File: src/sv/brju_pkg.sv
// Shared types and encodings for the branch and jump resolve unit.
// No dependencies; used by brju_decode and branch_jump_resolve_unit.
package brju_pkg;

    localparam logic [6:0] OP_NOP_ZERO = 7'h00;
    localparam logic [6:0] OP_NOP_HINT = 7'h50;
    localparam logic [6:0] OP_SYSTEM   = 7'h73;
    localparam logic [6:0] OP_IMM      = 7'h13;
    localparam logic [6:0] OP_AUIPC    = 7'h17;
    localparam logic [6:0] OP_BRANCH   = 7'h63;
    localparam logic [6:0] OP_JALR     = 7'h67;
    localparam logic [6:0] OP_JAL      = 7'h6f;

    localparam logic [2:0] F3_ADDI = 3'd0;
    localparam logic [2:0] F3_BEQ  = 3'd0;
    localparam logic [2:0] F3_BNE  = 3'd1;
    localparam logic [2:0] F3_RSV2 = 3'd2;
    localparam logic [2:0] F3_RSV3 = 3'd3;
    localparam logic [2:0] F3_BLT  = 3'd4;
    localparam logic [2:0] F3_BGE  = 3'd5;
    localparam logic [2:0] F3_BLTU = 3'd6;
    localparam logic [2:0] F3_BGEU = 3'd7;

    typedef enum logic [2:0] {
        K_NOP,
        K_ADDI,
        K_AUIPC,
        K_BRANCH,
        K_JALR,
        K_JAL,
        K_UNSUP
    } t_kind;

    typedef struct packed {
        t_kind       kind;
        logic [2:0]  f3;
        logic [4:0]  rd;
        logic        use_pc;
        logic [63:0] imm;
    } t_dec;

endpackage

File: src/sv/brju_decode.sv
// Instruction decode: classifies the opcode and builds the sign-extended immediate.
// Depends on brju_pkg.
module brju_decode (
    input  logic [31:0]    i_instruction,
    output brju_pkg::t_dec o_dec
);

    logic [6:0]  w_opcode;
    logic [2:0]  w_f3;
    logic [63:0] w_imm_i;
    logic [63:0] w_imm_u;
    logic [63:0] w_imm_b;
    logic [63:0] w_imm_j;

    assign w_opcode = i_instruction[6:0];
    assign w_f3     = i_instruction[14:12];
    assign w_imm_i  = {{52{i_instruction[31]}}, i_instruction[31:20]};
    assign w_imm_u  = {{32{i_instruction[31]}}, i_instruction[31:12], 12'b0};
    assign w_imm_b  = {{51{i_instruction[31]}}, i_instruction[31], i_instruction[7],
                       i_instruction[30:25], i_instruction[11:8], 1'b0};
    assign w_imm_j  = {{43{i_instruction[31]}}, i_instruction[31], i_instruction[19:12],
                       i_instruction[20], i_instruction[30:21], 1'b0};

    always_comb begin
        o_dec.f3     = w_f3;
        o_dec.rd     = i_instruction[11:7];
        o_dec.use_pc = 1'b0;
        o_dec.imm    = w_imm_i;
        o_dec.kind   = brju_pkg::K_UNSUP;
        case (w_opcode)
            brju_pkg::OP_NOP_ZERO, brju_pkg::OP_NOP_HINT, brju_pkg::OP_SYSTEM: begin
                o_dec.kind = brju_pkg::K_NOP;
            end
            brju_pkg::OP_IMM: begin
                if (w_f3 == brju_pkg::F3_ADDI) begin
                    o_dec.kind = brju_pkg::K_ADDI;
                end
            end
            brju_pkg::OP_AUIPC: begin
                o_dec.kind   = brju_pkg::K_AUIPC;
                o_dec.use_pc = 1'b1;
                o_dec.imm    = w_imm_u;
            end
            brju_pkg::OP_BRANCH: begin
                o_dec.use_pc = 1'b1;
                o_dec.imm    = w_imm_b;
                if (!(w_f3 inside {brju_pkg::F3_RSV2, brju_pkg::F3_RSV3})) begin
                    o_dec.kind = brju_pkg::K_BRANCH;
                end
            end
            brju_pkg::OP_JALR: begin
                o_dec.kind = brju_pkg::K_JALR;
            end
            brju_pkg::OP_JAL: begin
                o_dec.kind   = brju_pkg::K_JAL;
                o_dec.use_pc = 1'b1;
                o_dec.imm    = w_imm_j;
            end
            default: begin
                o_dec.kind = brju_pkg::K_UNSUP;
            end
        endcase
    end

endmodule

File: src/sv/branch_jump_resolve_unit.sv
// Branch and jump resolve unit: three-stage pipeline for RV64 control flow and simple results.
// Depends on brju_pkg and brju_decode.
//
// Usage:
// - Input channel: i_valid with the instruction, pc, source values and predicted next pc;
//   a transaction completes at a clock edge with i_valid high and o_stall low.
// - Output channel: o_valid with next pc, mispredict, control and write-back fields;
//   a transaction completes at a clock edge with o_valid high and i_stall low.
// - Stage 1 decodes and forms pc+4, stage 2 does the single 64-bit add and the
//   source compares, stage 3 selects the target and compares it with the prediction.
// - An input transaction reaches o_valid through the stage 1, 2 and 3 registers in order.
// - Throughput: one instruction per cycle while the receiver does not stall; every stage holds one instruction.
// - When the receiver stalls, the output stage holds its result and earlier stages
//   keep filling until each holds a valid instruction; then o_stall rises.
// - o_stall depends combinationally on i_stall through the per-stage valid bits.
// - Reset (synchronous, i_rst_n low) empties all stages; payload is not cleared.
module branch_jump_resolve_unit (
    input  logic               i_clk,
    input  logic               i_rst_n,
    input  logic               i_valid,
    output logic               o_stall,
    input  logic [31:0]        i_instruction,
    input  logic [63:0]        i_pc,
    input  logic signed [63:0] i_rs1_value,
    input  logic signed [63:0] i_rs2_value,
    input  logic [63:0]        i_predicted_next_pc,
    output logic               o_valid,
    input  logic               i_stall,
    output logic [63:0]        o_next_pc,
    output logic               o_mispredict,
    output logic               o_is_control,
    output logic               o_branch_taken,
    output logic signed [63:0] o_write_value,
    output logic               o_write_enable,
    output logic [4:0]         o_dest_reg,
    output logic               o_unsupported
);

    brju_pkg::t_dec w_dec;

    logic w_adv1;
    logic w_adv2;
    logic w_adv3;

    logic              r_v1;
    brju_pkg::t_kind   r1_kind;
    logic [2:0]        r1_f3;
    logic [4:0]        r1_rd;
    logic [63:0]       r1_base;
    logic [63:0]       r1_imm;
    logic [63:0]       r1_link;
    logic [63:0]       r1_rs1;
    logic [63:0]       r1_rs2;
    logic [63:0]       r1_pred;

    logic              r_v2;
    brju_pkg::t_kind   r2_kind;
    logic [2:0]        r2_f3;
    logic [4:0]        r2_rd;
    logic [63:0]       r2_sum;
    logic [63:0]       r2_link;
    logic [63:0]       r2_pred;
    logic              r2_eq;
    logic              r2_lts;
    logic              r2_ltu;

    logic              r_v3;
    logic [63:0]       r_next_pc;
    logic              r_mispredict;
    logic              r_is_control;
    logic              r_branch_taken;
    logic [63:0]       r_write_value;
    logic              r_write_enable;
    logic [4:0]        r_dest_reg;
    logic              r_unsupported;

    logic        n_taken;
    logic        n_ctrl;
    logic [63:0] n_next_pc;
    logic [63:0] n_write_value;
    logic        n_write_enable;

    brju_decode u_decode (
        .i_instruction (i_instruction),
        .o_dec         (w_dec)
    );

    assign w_adv3  = !r_v3 || !i_stall;
    assign w_adv2  = !r_v2 || w_adv3;
    assign w_adv1  = !r_v1 || w_adv2;
    assign o_stall = !w_adv1;

    always_ff @(posedge i_clk) begin
        if (!i_rst_n) begin
            r_v1 <= 1'b0;
            r_v2 <= 1'b0;
            r_v3 <= 1'b0;
        end else begin
            if (w_adv1) begin
                r_v1 <= i_valid;
            end
            if (w_adv2) begin
                r_v2 <= r_v1;
            end
            if (w_adv3) begin
                r_v3 <= r_v2;
            end
        end
    end

    always_ff @(posedge i_clk) begin
        if (w_adv1) begin
            r1_kind <= w_dec.kind;
            r1_f3   <= w_dec.f3;
            r1_rd   <= w_dec.rd;
            r1_base <= w_dec.use_pc ? i_pc : i_rs1_value;
            r1_imm  <= w_dec.imm;
            r1_link <= i_pc + 64'd4;
            r1_rs1  <= i_rs1_value;
            r1_rs2  <= i_rs2_value;
            r1_pred <= i_predicted_next_pc;
        end
    end

    always_ff @(posedge i_clk) begin
        if (w_adv2) begin
            r2_kind <= r1_kind;
            r2_f3   <= r1_f3;
            r2_rd   <= r1_rd;
            r2_sum  <= r1_base + r1_imm;
            r2_link <= r1_link;
            r2_pred <= r1_pred;
            r2_eq   <= r1_rs1 == r1_rs2;
            r2_lts  <= $signed(r1_rs1) < $signed(r1_rs2);
            r2_ltu  <= r1_rs1 < r1_rs2;
        end
    end

    always_comb begin
        n_taken        = 1'b0;
        n_ctrl         = 1'b0;
        n_next_pc      = r2_link;
        n_write_value  = 64'd0;
        n_write_enable = 1'b0;
        case (r2_kind)
            brju_pkg::K_ADDI, brju_pkg::K_AUIPC: begin
                n_write_value  = r2_sum;
                n_write_enable = r2_rd != 5'd0;
            end
            brju_pkg::K_BRANCH: begin
                n_ctrl = 1'b1;
                case (r2_f3)
                    brju_pkg::F3_BEQ:  n_taken = r2_eq;
                    brju_pkg::F3_BNE:  n_taken = !r2_eq;
                    brju_pkg::F3_BLT:  n_taken = r2_lts;
                    brju_pkg::F3_BGE:  n_taken = !r2_lts;
                    brju_pkg::F3_BLTU: n_taken = r2_ltu;
                    brju_pkg::F3_BGEU: n_taken = !r2_ltu;
                    default:           n_taken = 1'b0;
                endcase
                if (n_taken) begin
                    n_next_pc = r2_sum;
                end
            end
            brju_pkg::K_JALR: begin
                n_ctrl         = 1'b1;
                n_taken        = 1'b1;
                n_next_pc      = {r2_sum[63:1], 1'b0};
                n_write_value  = r2_link;
                n_write_enable = r2_rd != 5'd0;
            end
            brju_pkg::K_JAL: begin
                n_ctrl         = 1'b1;
                n_taken        = 1'b1;
                n_next_pc      = r2_sum;
                n_write_value  = r2_link;
                n_write_enable = r2_rd != 5'd0;
            end
            default: begin
                n_taken = 1'b0;
            end
        endcase
    end

    always_ff @(posedge i_clk) begin
        if (w_adv3) begin
            r_next_pc      <= n_next_pc;
            r_mispredict   <= n_ctrl && (n_next_pc != r2_pred);
            r_is_control   <= n_ctrl;
            r_branch_taken <= n_taken;
            r_write_value  <= n_write_value;
            r_write_enable <= n_write_enable;
            r_dest_reg     <= r2_rd;
            r_unsupported  <= r2_kind == brju_pkg::K_UNSUP;
        end
    end

    assign o_valid        = r_v3;
    assign o_next_pc      = r_next_pc;
    assign o_mispredict   = r_mispredict;
    assign o_is_control   = r_is_control;
    assign o_branch_taken = r_branch_taken;
    assign o_write_value  = r_write_value;
    assign o_write_enable = r_write_enable;
    assign o_dest_reg     = r_dest_reg;
    assign o_unsupported  = r_unsupported;

endmodule

File: config.mk
export PLATFORM = sky130hd
export DESIGN_NAME = branch_jump_resolve_unit
export DESIGN_NICKNAME = d
export VERILOG_FILES = /design/src/sv/brju_pkg.sv /design/src/sv/brju_decode.sv /design/src/sv/branch_jump_resolve_unit.sv
export SDC_FILE = /design/constraint.sdc
export NUM_CORES = 1
export LEC_CHECK = 0
export ABC_AREA = 0
export ABC_CLOCK_PERIOD_IN_PS = 13300
export BUFFER_PORTS_ARGS = -buffer_cell sky130_fd_sc_hd__clkbuf_2
export CORE_ASPECT_RATIO = 2
export CORE_UTILIZATION = 51
export DETAILED_ROUTE_END_ITERATION = 12
export PLACE_DENSITY_LB_ADDON = 0.08
export RECOVER_POWER = 100
export SLEW_MARGIN = 10
export SYNTH_ARGS = -nofsm -noshare
export SYNTH_HDL_FRONTEND = slang
export SYNTH_SLANG_ARGS = --single-unit
File: constraint.sdc
create_clock -name i_clk -period 13.3 [get_ports i_clk]
set_clock_uncertainty 0.15 [all_clocks]
set_input_delay 0.665 -clock i_clk [delete_from_list [all_inputs] [get_ports i_clk]]
set_output_delay 0.665 -clock i_clk [all_outputs]
set_load 0.1 [all_outputs]
# Yosys cells after proc, flatten, opt, wreduce, memory -nomap -nowiden
# Cells that the tools add are included.
# classes
addsub,2
magnitude_cmp,2
n_eq_ne,22
n_mux,12
reduce_logical,22
# op_table
op,n
$pmux W65 S3,1
$pmux W64 S3,1
$lt A64 B64 Y1,2
$mux W64,2
$pmux W64 S2,1
$add A64 B3 Y64 const B,1
$add A64 B64 Y64,1
$eq A64 B64 Y1,1
$ne A64 B64 Y1,1
$eq A7 B7 Y1 const B,5
$eq A3 B3 Y1 const B,7
$pmux W3 S6,1
$eq A7 B5 Y1 const B,2
$eq A3 B2 Y1 const B,4
$logic_not A1 Y1,8
$logic_not A7 Y1,1
$eq A3 B1 Y1 const B,2
$logic_not A3 Y1,2
$mux W3,2
$pmux W1 S6,1
$reduce_or A3 Y1,2
$reduce_bool A5 Y1,1
$reduce_or A2 Y1,2
$reduce_or A4 Y1,1
other kinds (5),8
# word_totals
ff_bits,742
out_inout_bits,140
wordCells,89

# Logic depth before layout (Yosys ltp)
# depth
depth_word,7
depth_mapped,12

# Hierarchy
# A second synthesis with hierarchy kept.
# unflattened
cells_unflattened,2333
area_unflattened_um2,33093.0
# modules_own_cells
module,n_inst,cells_each,area_each_um2,seq_area_each_um2
branch_jump_resolve_unit,1,2201,32253.4,22251.3
brju_decode,1,132,839.6,0.0

# Worst setup path after synthesis
# OpenSTA, ideal clock, no wires.
# synth_timing
path_kind,flip-flop to flip-flop
startpoint,register r_v3 (netlist: o_valid)
endpoint,register r_v1
setup_time_ns,0.134
arrival_ns,13.193
t_required_ns,13.016
slack_ns,-0.177
path_stages_with_launch,5
period_less_slack_ns,13.477
path_cell_list,dfxtp_1 -> and3_1 -> nand2_1 -> inv_1 -> o21a_1
# synth_between
elab_chain_len,4
# synth_lines
element,line,rtl
start: declaration,branch_jump_resolve_unit.sv:67,logic r_v3;
start signal: assignment,branch_jump_resolve_unit.sv:106,r_v3 <= r_v2;
$logic_not A1 Y1,branch_jump_resolve_unit.sv:88,assign w_adv3 = !r_v3 || !i_stall;
$logic_or A1 B1 Y1,branch_jump_resolve_unit.sv:88,
$logic_or A1 B1 Y1,branch_jump_resolve_unit.sv:89,assign w_adv2 = !r_v2 || w_adv3;
$logic_or A1 B1 Y1,branch_jump_resolve_unit.sv:90,assign w_adv1 = !r_v1 || w_adv2;
end signal: assignment,branch_jump_resolve_unit.sv:100,r_v1 <= i_valid;
end: declaration,branch_jump_resolve_unit.sv:45,logic r_v1;
# No other way between the ends.
# A chain may end at the register's enable or synchronous reset.

# Worst setup path after layout
# layout_timing
startpoint,register r_v3 (netlist: o_valid)
endpoint,"register r1_pred[57], enable pin"
# layout_between
elab_chain_len,4
# layout_lines
element,line,rtl
$logic_not A1 Y1,branch_jump_resolve_unit.sv:88,
$logic_or A1 B1 Y1,branch_jump_resolve_unit.sv:88,
$logic_or A1 B1 Y1,branch_jump_resolve_unit.sv:89,
$logic_or A1 B1 Y1,branch_jump_resolve_unit.sv:90,
end signal: assignment,branch_jump_resolve_unit.sv:121,r1_pred <= i_predicted_next_pc;
end: declaration,branch_jump_resolve_unit.sv:54,logic [63:0] r1_pred;
# No other way between the ends.

==> metrics.cfg <==
[logic_synthesis]
synth_top_family_by_area=compound AO/OA/AOI/OAI gates
synth_top_area_share_pct=66.7
synthXorXnorAreaFrac_pct=4.81
synthMuxAreaShare_pct=4.23
yosysUniqueCellTypes=87
yosysTopAreaCell=edfxtp_1
synthAdderAreaFrac_pct=5.09
ys_async_sr_fraction_pct=0
yosys-top-cells-count=edfxtp_1 (707), inv_1 (143), ha_1 (128)
syn-num-nets=2624
avgSynthCellArea_um2=14.4
synthSimpleGateAreaFrac_pct=6.63
synth-edff-count=707
yosys_register_bits=710
syn_inst=2203
synth-main-ff-cell=edfxtp_1
seq_area_frac_synth_pct=66.9
synth_area_leaders=edfxtp_1 (67%), ha_1 (5.0%), mux2_2 (4.1%)
synth_most_common_cell=edfxtp_1
yosysWarnings=0
synth_area_mm2=0.0318
synth_compound_area_share_pct=9.64

[clocking]
clk_pin_slew_worst_paths_ns=0.06
cts_tree=yes
root_buffer=clkbuf_16
cts_resized=0
hold_buffers=0
postCtsSetupBuffers=0
clockBufferDepth=3
htree_num_levels=3
clkLatencyLatePin_ns=0.61
cts_sinks=710
cts_inserted_buffers=67

[grt]
track_usage_pct=28.7
grt_max_degree=197
grt_pass1_wl_mm=129
grt_pass1_vias=20300
grt-ovfl-total=0
antenna_found_initial=2

[pwr]
clkPwrFrac_pct=35.1
seqPwrFrac_pct=50.7
combPwrFrac_pct=14.1
max-vdd-ir-drop_mv=0.126
swShare_pct=27.7
p_sw_uw=1520
power_density_mw_per_mm2=150
intPower_uw=3970
power.leakage_uw=0.0145

[floorplanning]
core_region_area_mm2=0.0618
die_w_um=179
pin_count=432
initial_core_util_pct=51.5
fp.dieH_um=355
std_cell_rows=129
die_area_mm2=0.0635

[setup_path]
rrSetupSlack_ns=6.21
cpPeakStageDelay_ns=3.35
worstPathRequired_ns=13.31
r2r_start=o_valid$_SDFFE_PN0P_
slowest_stage=nand2_1
worstRegToRegCells=3
cp_top_family=simple AND/OR/NAND/NOR gates
worstPathArrival_ns=7.10
crit_type=register to register
cp_max_fo=119
worstSetupStartpoint=o_valid$_SDFFE_PN0P_
crit_path_start_kind=register
cp_cell_sequence=and3_1, nand2_1, clkbuf_1
r2r_end=r1_pred[57]$_DFFE_PN_
crit_buf_inv=1
end_kind=register

[placement]
dp.cells=3372
hpwlAfterDp_mm=71.2
place_congestion=0.954
place.port_buffers=431
place_ws_ns=8.96

[drt]
drt_first_pass_iters=6
vias_per_cell=5.69
route.met2.wl_mm=44.6
wl_met3_mm=5.31
dr.first_iter.drc_count=1288
routedWlPerCell_um=26.0
drtAntennaViolNets=0
drc_errors=0
drt-total-wl_mm=90.8
vias=19900
drt-met1-wl_mm=35.0
highest_layer=met4

[min_path]
hold_end=r1_rs2[5]$_DFFE_PN_
holdCritPathClass=primary input to register
min-delay-start=i_rs2_value[5]
hold_path_depth=1

[run]
max_cap_viol_count=11

[run_status]
status=finished, violations left
violations=capacitance limit, slew limit

[sta]
period_needed_ns=7.09
timing.final.ws_setup_ns=6.21
rsz0062_at_grt=false
hold_violations=0
timing.final.crit_share_pct=53.3
tightest_slew_ns=4.96
finalMaxSlewViolations=717
max_freq_mhz=141
finalSetupViolCount=0
maxSlewHeadroom_pct=-231
tns_ns=0

[finish]
area_growth_pct=14.9
drive_above_1_share_pct=14.4
finalNonFillerCells=3494
nNetsFinal=3076

layout make-up:
type / count / area [µm²]
Fill cell: 4984 / 25200
Inverter: 143 / 538
Multi-Input combinational cell: 1290 / 9640
Clock inverter: 36 / 405
Tap cell: 786 / 983
Timing Repair Buffer: 443 / 1940
Clock buffer: 85 / 1790
Sequential cell: 710 / 21300
Antenna cell: 1 / 2.50
kinds of logic after synthesis:
logic type | count (synthesis)
and+or+nand+nor | 420
muxes | 120
adders and majority gates | 129
buffers and inverters | 203
DFF | 710
AOI/OAI and AO/OA | 446
xor gates and xnor gates | 175
power by group through the flow:
stage / clock, µW / sequential [µW] / combinational [µW]
4_1_cts: 1970 / 2780 / 791
6_report: 1930 / 2780 / 774
2_1_floorplan: 0 / 2990 / 321
3_5_place_dp: 0 / 2830 / 787
5_1_grt: 2040 / 2790 / 821
3_3_place_gp: 0 / 2830 / 780
worst max-delay path by stage:
stage | depth (start not counted) | endpoint
after floorplan | 4 | r_v1$_SDFFE_PN0N_
after global placement | 11 | o_mispredict$_DFFE_PP_
after detailed placement | 11 | o_mispredict$_DFFE_PP_
after CTS | 11 | o_mispredict$_DFFE_PP_
after global routing | 3 | r1_pred[38]$_DFFE_PN_
final | 3 | r1_pred[57]$_DFFE_PN_
worst register-to-register path, cell delays in order, from the launching register on:
cell      delay, ns
dfxtp_1        0.34
and3_1         0.21
nand2_1        3.35
clkbuf_1       2.48
metrics by stage:
stage / total power (µW) / area [µm²] / hold WS, ns / util [%]
5_1_grt: 5660 / 36600 / 0.0432 / 59.2
6_report: 5490 / 36600 / 0.0688 / 59.2
3_5_place_dp: 3610 / 34800 / 0.255 / 56.3
3_3_place_gp: 3610 / 34800 / 0.255 / 56.3
2_1_floorplan: 3320 / 31800 / 0.250 / -
4_1_cts: 5540 / 37000 / 0.0311 / 59.9
layer usage:
metal	track usage (%)	vias up
met3	4.00	174
met1	34.0	9573
met4	17.4	0
met5	0	-
li1	-	9299
met2	48.9	825
layout by cell type, fill, tap and decap left out, types with 16 or more instances in the layout:
| master | netlist | final |
|---|---|---|
| edfxtp_1 | 707 | 707 |
| nor3_1 | 26 | 27 |
| inv_1 | 143 | 142 |
| nand2_1 | 127 | 127 |
| clkbuf_2 | 1 | 197 |
| mux2_2 | 117 | 77 |
| o21ai_0 | 78 | 82 |
| ha_1 | 128 | 128 |
| and3_1 | 24 | 24 |
| a22o_1 | 56 | 56 |
| nand3_1 | 46 | 46 |
| a21o_1 | 63 | 63 |
| clkbuf_16 | 0 | 69 |
| nor4_1 | 17 | 16 |
| nor2_1 | 68 | 69 |
| a31oi_1 | 17 | 17 |
| mux2_1 | 0 | 40 |
| a21oi_1 | 94 | 95 |
| xor2_1 | 73 | 73 |
| xnor2_1 | 102 | 102 |
| clkbuf_1 | 27 | 258 |
| nand4_1 | 43 | 43 |
No activity file was read; power rests on OpenSTA's default activity.
